## src/hdl/i2cdw_pkg.sv

```systemverilog
// i2cdw_pkg: shared types, codes and constants of the i2c display write frame block
// no dependencies; taken in by every other file through scoped names
`timescale 1ns / 1ps
`default_nettype none

package i2cdw_pkg;

   // field widths
   localparam int OP_W      = 2;
   localparam int BYTE_W    = 8;
   localparam int ADDR_W    = 7;
   localparam int NACK_W    = 3;
   localparam int POS_W     = 5;
   localparam int BYTE_NUM_W = 2;

   // request codes on the op field
   localparam logic [OP_W-1:0] OP_TICK = 2'd0;
   localparam logic [OP_W-1:0] OP_CMD  = 2'd1;
   localparam logic [OP_W-1:0] OP_DATA = 2'd2;

   // control bytes
   localparam logic [BYTE_W-1:0] CTRL_CMD  = 8'h00;
   localparam logic [BYTE_W-1:0] CTRL_DATA = 8'h40;

   // bit timing inside one byte: 16 data ticks then 2 ack ticks
   localparam logic [POS_W-1:0] ACK_HI_POS = 5'd17;
   localparam logic [BYTE_NUM_W-1:0] LAST_BYTE = 2'd2;

   // configuration
   localparam int CSR_ADDR_W = 3;
   localparam int CSR_DATA_W = 32;
   localparam logic [0:0] REG_SLAVE_ADDRESS = 1'b0;
   localparam logic [ADDR_W-1:0] SLAVE_ADDRESS_RESET = 7'd60;

   // front-to-back queue
   localparam int QUEUE_DEPTH = 2;

   typedef enum logic [1:0] {
      KIND_TICK = 2'd0,
      KIND_CMD  = 2'd1,
      KIND_DATA = 2'd2
   } kind_type;

   typedef struct packed {
      kind_type          kind;
      logic [BYTE_W-1:0] payload;
      logic              sda_in;
   } item_type;

   typedef struct packed {
      logic              valid;
      item_type          item;
   } slot_type;

   typedef enum logic [6:0] {
      ST_IDLE     = 7'b0000001,
      ST_START_HI = 7'b0000010,
      ST_START_LO = 7'b0000100,
      ST_SHIFT    = 7'b0001000,
      ST_STOP_LO  = 7'b0010000,
      ST_STOP_HI  = 7'b0100000,
      ST_FINISH   = 7'b1000000
   } state_type;

   typedef struct packed {
      logic              scl;
      logic              sda;
      logic              sda_drive;
      logic              busy_res;
      logic              frame_done;
      logic [NACK_W-1:0] nack_mask;
      logic              request_dropped;
   } result_type;

endpackage

`default_nettype wire

```

## src/hdl/i2cdw_if.sv

```systemverilog
// i2cdw_req_if and i2cdw_rsp_if: valid/ready channels of the frame block
// depends on i2cdw_pkg for field widths
`timescale 1ns / 1ps
`default_nettype none

interface i2cdw_req_if;
   logic                          valid;
   logic                          ready;
   logic [i2cdw_pkg::OP_W-1:0]    op;
   logic [i2cdw_pkg::BYTE_W-1:0]  payload;
   logic                          sda_in;

   modport source (output valid, output op, output payload, output sda_in, input ready);
   modport sink   (input valid, input op, input payload, input sda_in, output ready);
endinterface

interface i2cdw_rsp_if;
   logic                          valid;
   logic                          ready;
   logic                          scl;
   logic                          sda;
   logic                          sda_drive;
   logic                          busy_res;
   logic                          frame_done;
   logic [i2cdw_pkg::NACK_W-1:0]  nack_mask;
   logic                          request_dropped;

   modport source (output valid, output scl, output sda, output sda_drive, output busy_res,
                   output frame_done, output nack_mask, output request_dropped,
                   input ready);
   modport sink   (input valid, input scl, input sda, input sda_drive, input busy_res,
                   input frame_done, input nack_mask, input request_dropped,
                   output ready);
endinterface

`default_nettype wire

```

## src/hdl/i2cdw_front.sv

```systemverilog
// i2cdw_front: takes input transfers and classifies the op code for the queue
// depends on i2cdw_pkg and i2cdw_req_if
`timescale 1ns / 1ps
`default_nettype none

module i2cdw_front (
   i2cdw_req_if.sink              req_ch,
   input  wire logic              queue_full,
   output i2cdw_pkg::slot_type    push
);

   i2cdw_pkg::kind_type kind;

   // unused op code counts as a plain tick
   always_comb begin
      case (req_ch.op)
         i2cdw_pkg::OP_CMD:  kind = i2cdw_pkg::KIND_CMD;
         i2cdw_pkg::OP_DATA: kind = i2cdw_pkg::KIND_DATA;
         default:            kind = i2cdw_pkg::KIND_TICK;
      endcase
   end

   assign req_ch.ready      = !queue_full;
   assign push.valid        = req_ch.valid && !queue_full;
   assign push.item.kind    = kind;
   assign push.item.payload = req_ch.payload;
   assign push.item.sda_in  = req_ch.sda_in;

endmodule

`default_nettype wire

```

## src/hdl/i2cdw_queue.sv

```systemverilog
// i2cdw_queue: short first-in first-out store between front and back
// depends on i2cdw_pkg for the slot and item types
`timescale 1ns / 1ps
`default_nettype none

module i2cdw_queue #(
   parameter int DEPTH = i2cdw_pkg::QUEUE_DEPTH
) (
   input  wire logic              clock,
   input  wire logic              reset,
   input  wire i2cdw_pkg::slot_type push,
   output logic                   full,
   input  wire logic              pop,
   output i2cdw_pkg::slot_type    head
);

   localparam int PTR_W = (DEPTH > 1) ? $clog2(DEPTH) : 1;
   localparam int CNT_W = $clog2(DEPTH + 1);
   localparam logic [PTR_W-1:0] LAST_PTR = PTR_W'(DEPTH - 1);

   i2cdw_pkg::item_type mem_ff [DEPTH];
   logic [PTR_W-1:0] wr_ptr_ff, wr_ptr_in;
   logic [PTR_W-1:0] rd_ptr_ff, rd_ptr_in;
   logic [CNT_W-1:0] count_ff, count_in;
   logic             do_push, do_pop;

   assign full      = (count_ff == CNT_W'(DEPTH));
   assign head.valid = (count_ff != '0);
   assign head.item  = mem_ff[rd_ptr_ff];
   assign do_push   = push.valid && !full;
   assign do_pop    = pop && head.valid;

   always_comb begin
      wr_ptr_in = wr_ptr_ff;
      rd_ptr_in = rd_ptr_ff;
      count_in  = count_ff;
      if (do_push) begin
         wr_ptr_in = (wr_ptr_ff == LAST_PTR) ? '0 : wr_ptr_ff + 1'b1;
      end
      if (do_pop) begin
         rd_ptr_in = (rd_ptr_ff == LAST_PTR) ? '0 : rd_ptr_ff + 1'b1;
      end
      if (do_push && !do_pop) begin
         count_in = count_ff + 1'b1;
      end else if (do_pop && !do_push) begin
         count_in = count_ff - 1'b1;
      end
   end

   always_ff @(posedge clock) begin
      if (reset) begin
         wr_ptr_ff <= '0;
         rd_ptr_ff <= '0;
         count_ff  <= '0;
      end else begin
         wr_ptr_ff <= wr_ptr_in;
         rd_ptr_ff <= rd_ptr_in;
         count_ff  <= count_in;
      end
   end

   always_ff @(posedge clock) begin
      if (do_push) begin
         mem_ff[wr_ptr_ff] <= push.item;
      end
   end

endmodule

`default_nettype wire

```

## src/hdl/i2cdw_back.sv

```systemverilog
// i2cdw_back: frame sequencer, one tick per queued item, with the result register
// depends on i2cdw_pkg and i2cdw_rsp_if
`timescale 1ns / 1ps
`default_nettype none

module i2cdw_back (
   input  wire logic                               clock,
   input  wire logic                               reset,
   input  wire i2cdw_pkg::slot_type                head,
   output logic                                    pop,
   input  wire logic [i2cdw_pkg::ADDR_W-1:0]       slave_address,
   i2cdw_rsp_if.source                             rsp_ch
);

   i2cdw_pkg::state_type state_ff, state_in, state_eff;
   logic [i2cdw_pkg::BYTE_W-1:0]     shift_ff, shift_in;
   logic [i2cdw_pkg::BYTE_W-1:0]     held_ff, held_in;
   logic                             is_data_ff, is_data_in;
   logic [i2cdw_pkg::BYTE_NUM_W-1:0] byte_ff, byte_in;
   logic [i2cdw_pkg::NACK_W-1:0]     ack_ff, ack_in;
   logic [i2cdw_pkg::POS_W-1:0]      pos_ff, pos_in;
   logic                             rsp_valid_ff, rsp_valid_in;
   i2cdw_pkg::result_type            res_ff, res_in;
   logic                             is_req, start;

   // one tick per cycle while the result register is free or being drained
   assign pop = head.valid && (!rsp_valid_ff || rsp_ch.ready);

   assign is_req = (head.item.kind == i2cdw_pkg::KIND_CMD) ||
                   (head.item.kind == i2cdw_pkg::KIND_DATA);
   assign start  = is_req && (state_ff == i2cdw_pkg::ST_IDLE);

   always_comb begin
      state_eff  = start ? i2cdw_pkg::ST_START_HI : state_ff;
      state_in   = state_eff;
      shift_in   = shift_ff;
      held_in    = held_ff;
      is_data_in = is_data_ff;
      byte_in    = byte_ff;
      ack_in     = ack_ff;
      pos_in     = pos_ff;

      res_in.scl             = 1'b1;
      res_in.sda             = 1'b1;
      res_in.sda_drive       = 1'b1;
      res_in.busy_res        = (state_eff != i2cdw_pkg::ST_IDLE);
      res_in.frame_done      = 1'b0;
      res_in.nack_mask       = '0;
      res_in.request_dropped = is_req && (state_ff != i2cdw_pkg::ST_IDLE);

      if (start) begin
         held_in    = head.item.payload;
         is_data_in = (head.item.kind == i2cdw_pkg::KIND_DATA);
         byte_in    = '0;
         ack_in     = '0;
         shift_in   = {slave_address, 1'b0};
      end

      case (state_eff)
         i2cdw_pkg::ST_IDLE: begin
            state_in = i2cdw_pkg::ST_IDLE;
         end
         i2cdw_pkg::ST_START_HI: begin
            state_in = i2cdw_pkg::ST_START_LO;
         end
         i2cdw_pkg::ST_START_LO: begin
            res_in.sda = 1'b0;
            pos_in     = '0;
            state_in   = i2cdw_pkg::ST_SHIFT;
         end
         i2cdw_pkg::ST_SHIFT: begin
            res_in.scl = pos_ff[0];
            pos_in     = pos_ff + 1'b1;
            if (!pos_ff[i2cdw_pkg::POS_W-1]) begin
               // data bit, msb first; shift after the high half
               res_in.sda = shift_ff[i2cdw_pkg::BYTE_W-1];
               if (pos_ff[0]) begin
                  shift_in = {shift_ff[i2cdw_pkg::BYTE_W-2:0], 1'b0};
               end
            end else begin
               // ack slot, line released
               res_in.sda       = 1'b1;
               res_in.sda_drive = 1'b0;
               if (pos_ff == i2cdw_pkg::ACK_HI_POS) begin
                  ack_in  = ack_ff | (i2cdw_pkg::NACK_W'(head.item.sda_in) << byte_ff);
                  byte_in = byte_ff + 1'b1;
                  pos_in  = '0;
                  if (byte_ff == '0) begin
                     shift_in = is_data_ff ? i2cdw_pkg::CTRL_DATA : i2cdw_pkg::CTRL_CMD;
                  end else begin
                     shift_in = held_ff;
                  end
                  if (byte_ff == i2cdw_pkg::LAST_BYTE) begin
                     state_in = i2cdw_pkg::ST_STOP_LO;
                  end
               end
            end
         end
         i2cdw_pkg::ST_STOP_LO: begin
            res_in.scl = 1'b0;
            res_in.sda = 1'b0;
            state_in   = i2cdw_pkg::ST_STOP_HI;
         end
         i2cdw_pkg::ST_STOP_HI: begin
            res_in.sda = 1'b0;
            state_in   = i2cdw_pkg::ST_FINISH;
         end
         i2cdw_pkg::ST_FINISH: begin
            res_in.frame_done = 1'b1;
            res_in.nack_mask  = ack_ff;
            state_in          = i2cdw_pkg::ST_IDLE;
         end
         default: begin
            state_in = i2cdw_pkg::ST_IDLE;
         end
      endcase

      if (pop) begin
         rsp_valid_in = 1'b1;
      end else if (rsp_ch.ready) begin
         rsp_valid_in = 1'b0;
      end else begin
         rsp_valid_in = rsp_valid_ff;
      end
   end

   always_ff @(posedge clock) begin
      if (reset) begin
         state_ff     <= i2cdw_pkg::ST_IDLE;
         rsp_valid_ff <= 1'b0;
      end else begin
         rsp_valid_ff <= rsp_valid_in;
         if (pop) begin
            state_ff <= state_in;
         end
      end
   end

   always_ff @(posedge clock) begin
      if (pop) begin
         shift_ff   <= shift_in;
         held_ff    <= held_in;
         is_data_ff <= is_data_in;
         byte_ff    <= byte_in;
         ack_ff     <= ack_in;
         pos_ff     <= pos_in;
         res_ff     <= res_in;
      end
   end

   assign rsp_ch.valid           = rsp_valid_ff;
   assign rsp_ch.scl             = res_ff.scl;
   assign rsp_ch.sda             = res_ff.sda;
   assign rsp_ch.sda_drive       = res_ff.sda_drive;
   assign rsp_ch.busy_res        = res_ff.busy_res;
   assign rsp_ch.frame_done      = res_ff.frame_done;
   assign rsp_ch.nack_mask       = res_ff.nack_mask;
   assign rsp_ch.request_dropped = res_ff.request_dropped;

endmodule

`default_nettype wire

```

## src/hdl/i2c_display_write_frame.sv

```systemverilog
// i2c_display_write_frame: top level of the i2c write frame master, one tick per transfer
// depends on i2cdw_pkg, i2cdw_if, i2cdw_front, i2cdw_queue and i2cdw_back
`timescale 1ns / 1ps
`default_nettype none

// channel   direction  carries
// req_ch    in         op, payload, sda_in: one bit-timing tick per transfer
// rsp_ch    out        scl, sda, sda_drive, busy_res, frame_done, nack_mask, request_dropped
// csr_*     in         apb-style write/read of slave_address at byte address 0
//
// one result per input transfer; a new tick is taken every cycle when nothing stalls
// a taken tick passes the queue stage, then the result register, on its way to rsp_ch
// a frame is 59 ticks from the tick that carries the request; the back sequencer sets the rate
// reset is synchronous; it empties the queue, drops any held result and returns to idle
// a stall on rsp_ch holds the result register; the queue then fills and req_ch.ready falls

module i2c_display_write_frame #(
   parameter int QUEUE_DEPTH = i2cdw_pkg::QUEUE_DEPTH
) (
   input  wire logic                                clock,
   input  wire logic                                reset,
   i2cdw_req_if.sink                                req_ch,
   i2cdw_rsp_if.source                              rsp_ch,
   input  wire logic                                csr_psel,
   input  wire logic                                csr_penable,
   input  wire logic                                csr_pwrite,
   input  wire logic [i2cdw_pkg::CSR_ADDR_W-1:0]    csr_paddr,
   input  wire logic [i2cdw_pkg::CSR_DATA_W-1:0]    csr_pwdata,
   output logic      [i2cdw_pkg::CSR_DATA_W-1:0]    csr_prdata,
   output logic                                     csr_pready
);

   // configuration register
   logic [i2cdw_pkg::ADDR_W-1:0] slave_address_ff, slave_address_in;
   logic                         csr_write;
   logic                         csr_hit;

   // front to queue, queue to back
   i2cdw_pkg::slot_type push;
   i2cdw_pkg::slot_type head;
   logic                queue_full;
   logic                pop;

   // word index is the bit above the byte offset
   assign csr_hit    = (csr_paddr[i2cdw_pkg::CSR_ADDR_W-1] == i2cdw_pkg::REG_SLAVE_ADDRESS);
   assign csr_pready = 1'b1;
   assign csr_write  = csr_psel && csr_penable && csr_pwrite && csr_pready;

   always_comb begin
      slave_address_in = slave_address_ff;
      if (csr_write && csr_hit) begin
         slave_address_in = csr_pwdata[i2cdw_pkg::ADDR_W-1:0];
      end
   end

   // read back; unmapped word reads as zero
   assign csr_prdata = csr_hit
                       ? {{(i2cdw_pkg::CSR_DATA_W - i2cdw_pkg::ADDR_W){1'b0}}, slave_address_ff}
                       : '0;

   always_ff @(posedge clock) begin
      if (reset) begin
         slave_address_ff <= i2cdw_pkg::SLAVE_ADDRESS_RESET;
      end else begin
         slave_address_ff <= slave_address_in;
      end
   end

   // front: takes each transfer and classifies the op code
   i2cdw_front u_front (
      .req_ch     (req_ch),
      .queue_full (queue_full),
      .push       (push)
   );

   // queue: lets the front keep taking ticks while the result side stalls
   i2cdw_queue #(
      .DEPTH (QUEUE_DEPTH)
   ) u_queue (
      .clock (clock),
      .reset (reset),
      .push  (push),
      .full  (queue_full),
      .pop   (pop),
      .head  (head)
   );

   // back: frame sequencer and result register
   i2cdw_back u_back (
      .clock         (clock),
      .reset         (reset),
      .head          (head),
      .pop           (pop),
      .slave_address (slave_address_ff),
      .rsp_ch        (rsp_ch)
   );

endmodule

`default_nettype wire
```

## src/flat_wrapper.sv

```systemverilog
// flat-port wrapper written by rule: the top's interface ports become plain ports
module i2c_display_write_frame_flat 
#(
   parameter int QUEUE_DEPTH = i2cdw_pkg::QUEUE_DEPTH
)
  (clock, reset, csr_psel, csr_penable, csr_pwrite, csr_paddr, csr_pwdata, csr_prdata, csr_pready, req_ch_valid, req_ch_op, req_ch_payload, req_ch_sda_in, req_ch_ready, rsp_ch_valid, rsp_ch_scl, rsp_ch_sda, rsp_ch_sda_drive, rsp_ch_busy_res, rsp_ch_frame_done, rsp_ch_nack_mask, rsp_ch_request_dropped, rsp_ch_ready);
  i2cdw_req_if req_ch_i ();
  i2cdw_rsp_if rsp_ch_i ();
  input  wire logic clock;
  input  wire logic reset;
  input  wire logic csr_psel;
  input  wire logic csr_penable;
  input  wire logic csr_pwrite;
  input  wire logic [i2cdw_pkg::CSR_ADDR_W-1:0] csr_paddr;
  input  wire logic [i2cdw_pkg::CSR_DATA_W-1:0] csr_pwdata;
  output logic      [i2cdw_pkg::CSR_DATA_W-1:0] csr_prdata;
  output logic csr_pready;
  input wire logic [$bits(req_ch_i.valid)-1:0] req_ch_valid;
  input wire logic [$bits(req_ch_i.op)-1:0] req_ch_op;
  input wire logic [$bits(req_ch_i.payload)-1:0] req_ch_payload;
  input wire logic [$bits(req_ch_i.sda_in)-1:0] req_ch_sda_in;
  output wire logic [$bits(req_ch_i.ready)-1:0] req_ch_ready;
  output wire logic [$bits(rsp_ch_i.valid)-1:0] rsp_ch_valid;
  output wire logic [$bits(rsp_ch_i.scl)-1:0] rsp_ch_scl;
  output wire logic [$bits(rsp_ch_i.sda)-1:0] rsp_ch_sda;
  output wire logic [$bits(rsp_ch_i.sda_drive)-1:0] rsp_ch_sda_drive;
  output wire logic [$bits(rsp_ch_i.busy_res)-1:0] rsp_ch_busy_res;
  output wire logic [$bits(rsp_ch_i.frame_done)-1:0] rsp_ch_frame_done;
  output wire logic [$bits(rsp_ch_i.nack_mask)-1:0] rsp_ch_nack_mask;
  output wire logic [$bits(rsp_ch_i.request_dropped)-1:0] rsp_ch_request_dropped;
  input wire logic [$bits(rsp_ch_i.ready)-1:0] rsp_ch_ready;
  assign req_ch_i.valid = req_ch_valid;
  assign req_ch_i.op = req_ch_op;
  assign req_ch_i.payload = req_ch_payload;
  assign req_ch_i.sda_in = req_ch_sda_in;
  assign req_ch_ready = req_ch_i.ready;
  assign rsp_ch_valid = rsp_ch_i.valid;
  assign rsp_ch_scl = rsp_ch_i.scl;
  assign rsp_ch_sda = rsp_ch_i.sda;
  assign rsp_ch_sda_drive = rsp_ch_i.sda_drive;
  assign rsp_ch_busy_res = rsp_ch_i.busy_res;
  assign rsp_ch_frame_done = rsp_ch_i.frame_done;
  assign rsp_ch_nack_mask = rsp_ch_i.nack_mask;
  assign rsp_ch_request_dropped = rsp_ch_i.request_dropped;
  assign rsp_ch_i.ready = rsp_ch_ready;
  i2c_display_write_frame #(.QUEUE_DEPTH(QUEUE_DEPTH)) u_core (.clock(clock), .reset(reset), .req_ch(req_ch_i), .rsp_ch(rsp_ch_i), .csr_psel(csr_psel), .csr_penable(csr_penable), .csr_pwrite(csr_pwrite), .csr_paddr(csr_paddr), .csr_pwdata(csr_pwdata), .csr_prdata(csr_prdata), .csr_pready(csr_pready));
endmodule
```

## config.mk

```make
export PLATFORM = sky130hd
export DESIGN_NAME = i2c_display_write_frame_flat
export DESIGN_NICKNAME = d
export VERILOG_FILES = /design/src/hdl/i2cdw_pkg.sv /design/src/hdl/i2cdw_if.sv /design/src/hdl/i2cdw_front.sv /design/src/hdl/i2cdw_queue.sv /design/src/hdl/i2cdw_back.sv /design/src/hdl/i2c_display_write_frame.sv /design/src/flat_wrapper.sv
export SDC_FILE = /design/constraint.sdc
export NUM_CORES = 1
export LEC_CHECK = 0
export ABC_AREA = 1
export BUFFER_PORTS_ARGS = -buffer_cell sky130_fd_sc_hd__buf_2
export CAP_MARGIN = 20
export CORE_UTILIZATION = 57
export DETAILED_ROUTE_END_ITERATION = 12
export PLACE_DENSITY = 0.83
export SYNTH_ARGS = -nofsm -noshare
export SYNTH_HDL_FRONTEND = slang
export SYNTH_SLANG_ARGS = --single-unit
```

## constraint.sdc

```tcl
create_clock -name clock -period 3.51 [get_ports clock]
set_input_delay 0.702 -clock clock [delete_from_list [all_inputs] [get_ports clock]]
set_output_delay 0.702 -clock clock [all_outputs]
set_load 0.01 [all_outputs]
```

==> out/metrics.yaml <==
status:
  status: "complete, but fails checks"
  violations: "DRC"
clocking:
  cts_htree_levels: 3
  cts_tree: "done"
  cts-root-buf: "clkbuf_8"
  cts-buffers-inserted: 9
  cts_setup_buffers: 0
  clk_latency_ns: 0.35
  cts_sinks: 78
  post_cts_resized: 0
  cts_hold_buf: 0
  cts.clk_slew.worst_paths_ns: 0.09
  clk_path_buf_depth: 2
layout:
  area.sequential_sq_um: 2140
  fillCellCount: 493
  n_antenna_cell: 0
  post_layout_nonfiller_instances: 488
  nets: 465
  final_area_sq_um: 4120
  drive_gt1_share_pct: 25.1
  multiInputGateArea_sq_um: 1260
  area_delta_synth_final_pct: 10.1
sta:
  relSlewSlack_pct: 34.3
  finalHoldViolCount: 0
  fin_crit_sh_pct: 72.8
  grt_setup_unrepaired: "false"
  fin_tns_setup_ns: 0
  min_period_ns: 2.56
  skew_ns: 0.0133
  report.final.slew_viol_count: 0
  setup_slack_ns: 0.954
  timing.fmax_ghz: 0.391
  worst_pin_slew_ns: 0.983
  finalSetupViolCount: 0
detailed_routing:
  drc: 2
  routed_via_density: 5.00
  detail-route-antenna-nets: 0
  drt-initial-drc-count: 162
  wl_per_cell_microns: 12.7
  via_count: 2441
  wirelength_microns: 6190
  dr.pass1.iters: 8
placed_design:
  numPlacedInstances: 472
  dp_hpwl_microns: 4360
  dp_slack_ns: 0.966
  gp_congestion: 0.857
  io_buffers: 43
  placed_area_sq_um: 3920
synth:
  synth-edff-count: 58
  synth_top_area_share_pct: 46.5
  synth_seq_area_share_pct: 57.2
  synth_area_leader_cell: "edfxtp_1"
  synth_async_sr_flop_share_pct: 0
  yosys_warnings: 0
  synth_area_leaders: "edfxtp_1 (46%), dfxtp_1 (11%), buf_4 (5.6%)"
  syn_area_sq_um: 3750
  syn_area_per_cell_sq_um: 10.4
  synth_ff_type: "edfxtp_1"
  synth_cell_types: 33
  postSynthCellCount: 360
  ys_ff_latch: 78
global_route:
  grt_usage_pct: 19.2
  grt_antenna_before_repair: 0
  grt_pass1_wl_microns: 10400
  grt_pass1_vias: 2349
  grt_max_degree: 32
  grt.overflow.total: 0
setup_path:
  required_ns: 3.61
  critPathMaxFanout: 21
  worstSetupEndpointType: "flop"
  startpoint_type: "flop"
  critPathKind: "flop to flop"
  worstPathArrival_ns: 2.65
die:
  core-area_sq_um: 6350
  rows: 29
  die_area_sq_um: 6900
  io_pins: 97
  start_util_pct: 59.0
  fp.dieH_microns: 83.1
  die_w_microns: 83.1
hold_path:
  hp-class: "flop to flop"
power:
  p_leak_nw: 1.81
  peakVddDrop_mv: 0.468
  power_density_nw_per_um2: 756
flow_run:
  drv_cap: 0
## registers in the layout (all words and copies together), names as in the netlist, 2 cells and up, named ones only
signal and flops:
u_core.u_queue.count_ff 2, u_core.u_back.shift_ff 8, u_core.u_queue.mem_ff 22, u_core.u_back.ack_ff 3, u_core.u_back.rsp_ch.nack_mask 3, u_core.u_back.state_ff 7
u_core.u_back.held_ff 8, u_core.u_back.pos_ff 5, u_core.slave_address_ff 7, u_core.u_back.byte_ff 2
## critical path, cell delays in order, from the launching register on
cell	delay, ns
dfxtp_1	0.64
mux2_2	0.40
ha_1	0.33
inv_1	0.08
nand3_2	0.40
o211ai_2	0.32
nand3_1	0.12
## per-stage QoR
stage          power, mW  hold slack, ns  utilization (%)
2_1_floorplan       2.24           0.426                -
3_3_place_gp        2.39           0.433             61.7
3_5_place_dp        2.44           0.466             61.7
4_1_cts             3.13           0.477             64.9
5_1_grt             3.32           0.490             64.9
6_report            3.12           0.477             64.9
## placed cells by master (no fill, tap or decap), types with 3 or more instances in the layout
cell	n
a21oi_1	17
buf_2	43
buf_4	3
clkbuf_8	9
conb_1	26
dfxtp_1	20
edfxtp_1	58
ha_1	6
inv_1	41
inv_2	6
inv_6	4
mux2_2	10
nand2_1	55
nand2_4	4
nand3_1	17
nand3_2	3
nor2_1	34
nor2_2	3
nor2_8	3
o211ai_1	4
o211ai_2	6
o21ai_0	20
## path summary, 6_finish.rpt
kind	depth (start not counted)	start	endpoint	slack, ns
worst min register to register	1	u_core.u_queue.rd_ptr_ff	flop	0.48
worst max register to register	6	flop	u_core.u_back.shift_ff[5]	0.95
worst max-delay path	6	flop	u_core.u_back.shift_ff[5]	0.95
worst min-delay path	1	u_core.u_queue.rd_ptr_ff	flop	0.48
## final cells by class
cell class                      count  area share (%)
Multi-Input combinational cell    223            30.6
Sequential cell                    78            52.0
Inverter                           48            4.40
Clock buffer                        9            3.00
Tap cell                           77            2.34
Timing Repair Buffer               46            5.77
Clock inverter                      7            1.91
## kinds of logic after synthesis
group	share of synthesized area, %
other cells	0.200
compound gates	8.92
flops	57.2
mux	3.27
buf+inv	11.5
simple gates	16.2
fa+ha+maj	2.00
xor+xnor	0.702
## metal layers
layer | global-route usage [%] | up-vias | wire (microns)
li1 | - | 1236 | -
met3 | 5.57 | 5 | 309
met2 | 31.7 | 70 | 3150
met1 | 23.5 | 1130 | 2670
met4 | 8.15 | 0 | 57
met5 | 0 | - | 0
## power by group
part | internal, mW | switching [mW] | total [mW] | leakage [nW]
Combinational | 0.339 | 0.634 | 0.973 | 0.997
Sequential | 1.34 | 0.114 | 1.45 | 0.710
Clock | 0.338 | 0.351 | 0.690 | 0.105
## cells in the mapped netlist (all sizes together), types with 2 or more instances
cell type / count
inv: 47
o211ai: 10
a21oi: 19
nand2: 61
ha: 6
dfxtp: 20
o21ai: 21
a211oi: 2
conb: 2
nor3: 2
xor2: 2
nand3: 20
mux2: 10
buf: 34
edfxtp: 58
nor2: 41
No activity file was read; power rests on OpenSTA's default activity.
